==> src/rtl/lprl_pkg.sv <==
`default_nettype none

package lprl_pkg;

   // Table depth, one chain cell per route slot
   localparam int unsigned ENTRIES = 16;

   // Width of a cell's slot number, and the common width for comparing it
   // against the 4-bit entry index of a write
   localparam int unsigned SLOT_ID_W = (ENTRIES > 1) ? $clog2(ENTRIES) : 1;
   localparam int unsigned INDEX_W = 4;
   localparam int unsigned CMP_W = (SLOT_ID_W > INDEX_W) ? SLOT_ID_W : INDEX_W;

   localparam logic [31:0] ADDR_ALL_ONES = 32'hFFFF_FFFF;
   localparam logic [5:0] ADDR_BITS = 6'd32;

   // Request codes
   localparam logic REQ_WRITE = 1'b0;
   localparam logic REQ_LOOKUP = 1'b1;

   // One request as it travels down the chain
   typedef struct packed {
      logic kind;
      logic [INDEX_W-1:0] entry_index;
      logic [31:0] address;
      logic [5:0] prefix_len;
      logic [31:0] next_hop;
      logic [3:0] iface;
      logic [15:0] cost;
      logic entry_valid;
   } req_item_type;

   // Best route found so far, all zero when none
   typedef struct packed {
      logic found;
      logic [31:0] next_hop;
      logic [3:0] iface;
      logic [31:0] network;
      logic [5:0] prefix;
      logic [15:0] cost;
   } route_type;

   // Contents of one chain stage
   typedef struct packed {
      logic valid;
      req_item_type item;
      route_type best;
   } stage_type;

endpackage

`default_nettype wire

==> src/rtl/lprl_cell.sv <==
`default_nettype none

// One route slot of the chain. It takes the write addressed to it, and for a
// passing lookup it replaces the carried best route when its own is better.
module lprl_cell (
   input wire logic clock,
   input wire logic reset,
   input wire logic advance,
   input wire logic [lprl_pkg::SLOT_ID_W-1:0] cell_id,
   input wire lprl_pkg::stage_type stage_in,
   output lprl_pkg::stage_type stage_out
);

   localparam int unsigned CmpW = lprl_pkg::CMP_W;

   // Slot contents
   logic slot_valid_ff;
   logic [31:0] slot_network_ff;
   logic [5:0] slot_prefix_ff;
   logic [31:0] slot_next_hop_ff;
   logic [3:0] slot_iface_ff;
   logic [15:0] slot_cost_ff;

   logic stage_valid_ff;
   lprl_pkg::req_item_type item_ff;
   lprl_pkg::route_type best_ff, best_in;

   logic write_here;
   logic [31:0] mask;
   logic hit;
   logic better;

   // Write addressed to this slot
   assign write_here = stage_in.valid && (stage_in.item.kind == lprl_pkg::REQ_WRITE) &&
                       (CmpW'(stage_in.item.entry_index) == CmpW'(cell_id));

   // Prefix compare; a length of zero gives an empty mask and matches all
   assign mask = ~(lprl_pkg::ADDR_ALL_ONES >> slot_prefix_ff);
   assign hit = slot_valid_ff && (slot_prefix_ff <= lprl_pkg::ADDR_BITS) &&
                ((stage_in.item.address & mask) == (slot_network_ff & mask));

   // Strictly better only, so the earlier slot keeps a full tie
   assign better = !stage_in.best.found ||
                   (slot_prefix_ff > stage_in.best.prefix) ||
                   ((slot_prefix_ff == stage_in.best.prefix) &&
                    (slot_cost_ff < stage_in.best.cost));

   always_comb begin
      best_in = stage_in.best;
      if (stage_in.item.kind == lprl_pkg::REQ_LOOKUP && hit && better) begin
         best_in.found = 1'b1;
         best_in.next_hop = slot_next_hop_ff;
         best_in.iface = slot_iface_ff;
         best_in.network = slot_network_ff;
         best_in.prefix = slot_prefix_ff;
         best_in.cost = slot_cost_ff;
      end
   end

   // Slot valid mark
   always_ff @(posedge clock) begin
      if (reset) begin
         slot_valid_ff <= 1'b0;
      end else if (advance && write_here) begin
         slot_valid_ff <= stage_in.item.entry_valid;
      end
   end

   // Slot data, written by every write to this slot, also one that removes the route
   always_ff @(posedge clock) begin
      if (advance && write_here) begin
         slot_network_ff <= stage_in.item.address;
         slot_prefix_ff <= stage_in.item.prefix_len;
         slot_next_hop_ff <= stage_in.item.next_hop;
         slot_iface_ff <= stage_in.item.iface;
         slot_cost_ff <= stage_in.item.cost;
      end
   end

   // Stage register towards the next cell
   always_ff @(posedge clock) begin
      if (reset) begin
         stage_valid_ff <= 1'b0;
      end else if (advance) begin
         stage_valid_ff <= stage_in.valid;
      end
   end

   always_ff @(posedge clock) begin
      if (advance) begin
         item_ff <= stage_in.item;
         best_ff <= best_in;
      end
   end

   assign stage_out.valid = stage_valid_ff;
   assign stage_out.item = item_ff;
   assign stage_out.best = best_ff;

endmodule

`default_nettype wire
==> config.mk <==
export PLATFORM = sky130hd
export DESIGN_NAME = lprl_cell
export DESIGN_NICKNAME = d
export VERILOG_FILES = /design/src/rtl/lprl_pkg.sv /design/src/rtl/lprl_cell.sv
export SDC_FILE = /design/constraint.sdc
export NUM_CORES = 1
export LEC_CHECK = 0
export BUFFER_PORTS_ARGS = -buffer_cell sky130_fd_sc_hd__buf_2
export CAP_MARGIN = 0
export CORE_MARGIN = 10
export CORE_UTILIZATION = 35
export CTS_BUF_LIST = sky130_fd_sc_hd__clkbuf_8
export CTS_CLUSTER_DIAMETER = 80
export DETAILED_ROUTE_END_ITERATION = 10
export GPL_TIMING_DRIVEN = 0
export PLACE_DENSITY = 0.56
export SLEW_MARGIN = 25
export SYNTH_ARGS = -nofsm -noshare
export SYNTH_HDL_FRONTEND = slang
export SYNTH_SLANG_ARGS = --single-unit
export TNS_END_PERCENT = 10
==> constraint.sdc <==
create_clock -name clock -period 23.6 [get_ports clock]
set_input_delay 3.54 -clock clock [delete_from_list [all_inputs] [get_ports clock]]
set_output_delay 3.54 -clock clock [all_outputs]
set_load 0.02 [all_outputs]
==> reports/qor.csv, run 1 <==
stage,metric,value,unit
power_and_ir_drop,switching_share,0.241,
run,drv_cap,0,
critical_path,crit_path_max_incr_delay,0.57,ns
global_routing,grt_use_total,0.154,
route,routedWlPerCell,21.3,um
yosys,ys_warn_count,0,
route,via_per_inst,4.63,
worst_hold_path,hp-class,reg2reg,
final_layout,layout-drive-gt1-share,0.531,
yosys,syn_area_per_cell,18.8,sq um
place,place_hpwl,24400,um
place,port_buffers,382,
clock_network,numCtsBuffers,49,
clock_network,cts_setup_buffers,0,
critical_path,crit_top_cell,buf_2,
critical_path,critPathMaxFanout,74,
global_routing,grt_max_degree,79,
power_and_ir_drop,seq_power_share,0.514,
sta,fin_crit_sh,0.250,
critical_path,cp_top_family,buffers and inverters,
critical_path,worst_path_max_delay_cell,nor4_2,
clock_network,clockBufferDepth,3,
die,die_w,196,um
yosys,synth_area,10900,sq um
global_routing,grt-ovfl-total,0,
global_routing,antenna_found_initial,6,
final_layout,fin_area,14400,sq um
die,core_area,30700,sq um
critical_path,required,23.84,ns
route,drc_errors,0,
route,detail-route-antenna-nets,0,
yosys,postSynthCellCount,580,
clock_network,clkLatencyLatePin,0.57,ns
clock_network,cts_tree,yes,
clock_network,cts_max_level,2,
clock_network,cts_root_buf,clkbuf_8,
sta,setup_viol,0,
yosys,synth_nets,796,
route,routed_wl,31300,um
clock_network,cts_resized,0,
final_layout,fill_cells,2745,
route,drt-pass1-iter-count,4,
power_and_ir_drop,vdd_ir_drop_max,0.0536,mV
clock_network,hold_buffers,0,
sta,final-hold-violation-count,0,
critical_path,cp-end-kind,flip-flop,
sta,final.setup_skew,0.0332,ns
sta,min_period,5.91,ns
global_routing,grt_pass1_wl,45500,um
clock_network,clk_pin_slew_worst_paths,0.06,ns
final_layout,fin_cells,1469,
die,initial_core_util,0.355,
place,place_congestion,0.804,
yosys,synth-seq-area-share,0.767,
die,top_level_ports,383,
yosys,ys_ff_latch,279,
critical_path,path_depth,9,
critical_path,critPathBufInv,7,
die,dieArea,38600,sq um
route,drt_iter0_drc,275,
place,dp.cells,1379,
sta,slew_headroom,0.508,
place,post_dp_cell_area,13500,sq um
outcome,status,finished clean,
sta,worst_pin_slew,0.732,ns
sta,max_freq,169,MHz
die,rows,64,
sta,slew_viol_final,0,
power_and_ir_drop,power_frac_comb,0.101,
clock_network,clock-sinks,279,
critical_path,worstPathArrival,6.15,ns
route,vias,6805,
global_routing,first_global_vias,7228,
critical_path,reg2regPathDepth,11,
final_layout,area_delta_synth_final,32.6,%
die,die_h,196,um
yosys,yosysUniqueCellTypes,50,
final_layout,finalNetCount,1250,
power_and_ir_drop,intPower,860,uW
power_and_ir_drop,leakagePower,5.98,nW
power_and_ir_drop,p_switching,273,uW
power_and_ir_drop,clkPwrFrac,0.385,
critical_path,worst_setup_path_start_kind,primary input,
critical_path,crit_type,in2reg,
sta,tns,0,ns
power_and_ir_drop,p_per_area,78.4,nW/um^2
sta,rsz0062_at_grt,no,
critical_path,crit_chain,"buf_8, buf_16, nand2_1, nor4_2, buf_2, buf_2, buf_2, buf_2, buf_2",
worst_hold_path,whs_path_depth,2,
cell usage after synthesis, drive strengths merged:
cell	n	area, sq um
o211ai	3	22.5
nand3	2	15.0
a31oi	3	18.8
a21boi	1	7.51
a21oi	15	75.1
nor2b	2	12.5
a211o	2	17.5
xnor2	28	245
inv	25	93.8
o31ai	2	15.0
dfxtp	2	40.0
nor4	1	6.26
o221a	1	11.3
clkbuf	6	22.5
a311oi	1	8.76
nand4b	1	8.76
edfxtp	277	8320
xor2	9	78.8
and2	2	12.5
nor4b	1	8.76
a211oi	3	22.5
o21a	2	15.0
or2	1	6.26
o22ai	4	25.0
a222oi	1	10.0
a2111oi	3	27.5
a22oi	1	7.51
and4	1	8.76
nor3	5	36.3
o21ai	17	85.1
and3	1	6.26
nand2	10	37.5
nor2	10	37.5
o21bai	1	7.51
nand2b	2	12.5
mux2	87	1050
buf	11	76.3
mux2i	2	20.0
a21o	2	15.0
a41oi	1	8.76
o41a	2	22.5
ha	21	263
nand4	8	50.1
sequential cells by signal, indices dropped and copies added (netlist names):
signal,flops
slot_prefix_ff,6
slot_iface_ff,4
stage_out,187
slot_cost_ff,16
slot_valid_ff,1
slot_next_hop_ff,32
stage_valid_ff,1
slot_network_ff,32
tightest hold or removal path, stage by stage, from the launching register on:
cell      delay [ns]
dfxtp_1         0.31
nand2b_1        0.06
a21oi_1         0.06
stage by stage:
step	utilization	total power, mW	hold WS (ns)	setup WS, ns
after floorplan	-	0.647	0.444	10.30
after global placement	0.434	0.708	0.457	0.0140
after detailed placement	0.439	0.709	0.460	17.04
after CTS	0.471	1.15	0.471	17.63
after global routing	0.471	1.18	0.520	17.48
final	0.471	1.13	0.471	17.69
kinds of logic (layout without fill, tap and decap cells):
group / count (synthesis) / in the layout / share of synthesized area
AO/OA/AOI/OAI: 65 / 65 / 0.0388
multiplexers: 89 / 89 / 0.0983
other: 0 / 2 / 0
XOR/XNOR: 37 / 37 / 0.0298
buffers and inverters: 42 / 533 / 0.0177
adder cells (fa/ha/maj): 21 / 21 / 0.0241
AND/OR/NAND/NOR: 47 / 47 / 0.0238
flip-flops: 279 / 279 / 0.767
power by group through the flow:
stage               logic (mW)  registers [mW]  clock network [mW]
global placement         0.114           0.595                   0
CTS                      0.117           0.583               0.453
floorplan               0.0181           0.629                   0
detailed placement       0.116           0.593                   0
global route             0.123           0.585               0.476
finish                   0.114           0.583               0.436
per-layer routing:
layer / part of all wire / track usage
met3: 0.092 / 0.0589
met5: 0.0018 / 0
met4: 0.019 / 0.0455
met2: 0.50 / 0.256
met1: 0.39 / 0.182
final timing paths:
check,from,to,slack (ns)
worst min register to register,stage_valid_ff,stage_valid_ff,0.47
worst max register to register,slot_prefix_ff[5],stage_out[78],20.03
worst max-delay path,advance,slot_prefix_ff[5],17.69
worst min-delay path,stage_valid_ff,stage_valid_ff,0.47
cells in the final DEF, fill, tap and decap left out, types with 3 or more instances in the layout:
cell / instances
nand2_1: 10
bufinv_16: 3
nor2_1: 10
a21oi_1: 15
mux2_4: 19
a31oi_1: 3
xnor2_1: 28
buf_4: 6
clkbuf_8: 54
clkinv_1: 4
nand4_1: 8
buf_2: 402
xor2_1: 9
o211ai_1: 3
a211oi_1: 3
mux2_2: 68
clkbuf_1: 6
inv_1: 45
nor3_1: 4
o22ai_1: 4
ha_1: 21
clkinv_2: 6
edfxtp_1: 277
o21ai_0: 17
buf_6: 3
final cells by class:
cell class | count | area, sq um | area share
Buffer | 17 | 98.8 | 0.00684
Multi-Input combinational cell | 259 | 2350 | 0.162
Timing Repair Buffer | 403 | 2080 | 0.144
Sequential cell | 279 | 8360 | 0.579
Tap cell | 396 | 495 | 0.0343
Inverter | 25 | 93.8 | 0.00650
Antenna cell | 2 | 5.00 | 0.000347
Clock buffer | 54 | 743 | 0.0515
Clock inverter | 34 | 218 | 0.0151
(Power assumes the default switching activity.)
==> inputs of run 2 (changes only) <==
--- a/config.mk
+++ b/config.mk
@@ -13,7 +13,7 @@
 export CTS_CLUSTER_DIAMETER = 80
 export DETAILED_ROUTE_END_ITERATION = 10
 export GPL_TIMING_DRIVEN = 0
-export PLACE_DENSITY = 0.56
+export PLACE_DENSITY = 0.59
 export SLEW_MARGIN = 25
 export SYNTH_ARGS = -nofsm -noshare
 export SYNTH_HDL_FRONTEND = slang
==> constraint.sdc (replaced) <==
create_clock -name clock -period 5.4 [get_ports clock]
set_input_delay 0.81 -clock clock [delete_from_list [all_inputs] [get_ports clock]]
set_output_delay 0.81 -clock clock [all_outputs]
set_load 0.02 [all_outputs]
==> reports/qor.csv, run 2 (synthesized netlist as in run 1, its figures left out) <==
stage,metric,value,unit,change
outcome,status,finished clean,,unchanged
critical_path,critPathMaxFanout,10,,was 74
die,dieArea,38600,sq um,unchanged
route,drt_iter0_drc,309,,was 275
final_layout,final_common_cell,buf_2,,unchanged
clock_network,cts_root_buf,clkbuf_8,,unchanged
sta,max_freq,282,MHz,
critical_path,reg2regPathDepth,10,,was 11
place,port_buffers,382,,unchanged
place,place_congestion,0.775,,was 0.804
die,core_area,30700,sq um,unchanged
clock_network,hold_buffers,0,,unchanged
route,drt-pass1-iter-count,5,,was 4
global_routing,antenna_found_initial,6,,unchanged
die,top_level_ports,383,,unchanged
final_layout,finalNetCount,1238,,"was 1,250"
die,rows,64,,unchanged
clock_network,cts_tree,yes,,unchanged
die,die_h,196,um,unchanged
sta,final-hold-violation-count,0,,unchanged
route,drc_errors,0,,unchanged
worst_hold_path,worstHoldEndpoint,stage_valid_ff,,unchanged
final_layout,layout-drive-gt1-share,0.519,,was 0.531
critical_path,required,5.69,ns,was 23.84 ns
run,drv_cap,0,,unchanged
sta,fin_crit_sh,0.656,,
critical_path,cp-end-kind,flip-flop,,unchanged
clock_network,clock-sinks,279,,unchanged
final_layout,final_util,0.465,,was 0.471
route,routedWlPerCell,21.6,um,was 21.3 um
place,place_hpwl,24300,um,"was 24,400 um"
clock_network,clk_pin_slew_worst_paths,0.06,ns,about the same
clock_network,clockBufferDepth,3,,unchanged
worst_hold_path,worstHoldStart,reset,,was stage_valid_ff
route,routed_wl,31400,um,"was 31,300 um"
sta,final.setup_skew,0.0270,ns,was 0.0332 ns
final_layout,largest_reg_flops,187,,unchanged
power_and_ir_drop,p_per_area,327,nW/um^2,was 78.4 nW/um^2
global_routing,grt_use_total,0.157,,was 0.154
worst_hold_path,hp-class,in2reg,,was reg2reg
worst_hold_path,whs_path_depth,2,,unchanged
power_and_ir_drop,vdd_ir_drop_max,0.198,mV,was 0.0536 mV
critical_path,worst_setup_path_start_kind,flip-flop,,was primary input
global_routing,grt_max_degree,76,,was 79
clock_network,cts_resized,0,,unchanged
clock_network,cts_max_level,2,,unchanged
clock_network,numCtsBuffers,46,,was 49
global_routing,grt-ovfl-total,0,,unchanged
final_layout,mostFrequentLayoutCells,"388 x buf_2, 277 x edfxtp_1, 68 x mux2_2",,"was 402 x buf_2, 277 x edfxtp_1, 68 x mux2_2"
critical_path,worstPathArrival,3.83,ns,was 6.15 ns
sta,min_period,3.54,ns,
clock_network,clkLatencyLatePin,0.56,ns,was 0.57 ns
sta,rsz0062_at_grt,no,,unchanged
sta,worst_pin_slew,0.792,ns,was 0.732 ns
power_and_ir_drop,finalPower,4.66,mW,was 1.13 mW
critical_path,reg2reg_setup_slack,1.86,ns,was 20.03 ns
sta,slew_viol_final,0,,unchanged
die,die_w,196,um,unchanged
route,vias,6852,,"was 6,805"
sta,setup_viol,0,,unchanged
critical_path,crit_type,reg2reg,,was in2reg
critical_path,r2r-start,slot_prefix_ff[1],,was slot_prefix_ff[5]
global_routing,first_global_vias,7355,,"was 7,228"
die,initial_core_util,0.355,,unchanged
sta,slew_headroom,0.468,,was 0.508
critical_path,r2r-end,stage_out[83],,was stage_out[78]
global_routing,grt_pass1_wl,46700,um,"was 45,500 um"
place,dp.cells,1370,,"was 1,379"
clock_network,cts_setup_buffers,0,,unchanged
final_layout,area_delta_synth_final,31.0,%,was 32.6%
power_and_ir_drop,leakagePower,5.84,nW,was 5.98 nW
route,via_per_inst,4.72,,was 4.63
final_layout,fin_cells,1453,,"was 1,469"
route,detail-route-antenna-nets,0,,unchanged
run 2: where the power goes:
part / internal [mW] / switching [mW] / leakage, nW
combinational: 0.182 / 0.318 / 2.71
sequential: 2.52 / 0.0300 / 2.66
clock: 0.807 / 0.809 / 0.468
run 2: worst max-delay path: stages, from the launching register on:
cell and delay [ns]:
edfxtp_1 0.48, clkbuf_1 0.27, o21ai_0 0.36, o22ai_1 0.14, nor4b_1 0.41, nand4_1 0.31, o21ai_0 0.23, nand3_2 0.31
buf_6 0.27, buf_6 0.18, mux2_4 0.30
run 2: layout make-up:
class	count	area, sq um
Buffer	17	98.8
Antenna cell	3	7.51
Clock buffer	47	647
Tap cell	396	495
Inverter	25	93.8
Fill cell	2763	16400
Clock inverter	33	140
Sequential cell	279	8360
Timing Repair Buffer	394	2070
Multi-Input combinational cell	259	2350
run 2: metal layers:
layer,GRT usage,wire (um),part of all wire
met1,0.183,12000,0.38
met4,0.0444,598,0.019
met3,0.0662,3430,0.11
met5,0,51,0.0016
met2,0.260,15300,0.49
run 2: how the worst max path moves through the flow:
stage | endpoint | startpoint | slack, ns | cells after the start
detailed placement | stage_out[83] | stage_in[180] | 1.66 | 10
floorplan | slot_valid_ff | cell_id[0] | 0.84 | 5
global placement | slot_valid_ff | advance | -4.92 | 5
global route | stage_out[72] | slot_prefix_ff[1] | 1.53 | 10
finish | stage_out[83] | slot_prefix_ff[1] | 1.86 | 10
CTS | stage_out[83] | slot_prefix_ff[1] | 1.82 | 10
run 2: metrics by stage:
| stage | hold WS (ns) | setup slack, ns | setup TNS, ns | area (sq um) |
|---|---|---|---|---|
| 3_5_place_dp | 0.473 | 1.66 | 0 | 13500 |
| 5_1_grt | 0.389 | 1.53 | 0 | 14300 |
| 6_report | 0.419 | 1.86 | 0 | 14300 |
| 2_1_floorplan | 0.444 | 0.840 | 0 | 10900 |
| 4_1_cts | 0.374 | 1.82 | 0 | 14300 |
| 3_3_place_gp | 0.458 | -4.92 | -444.14 | 13300 |
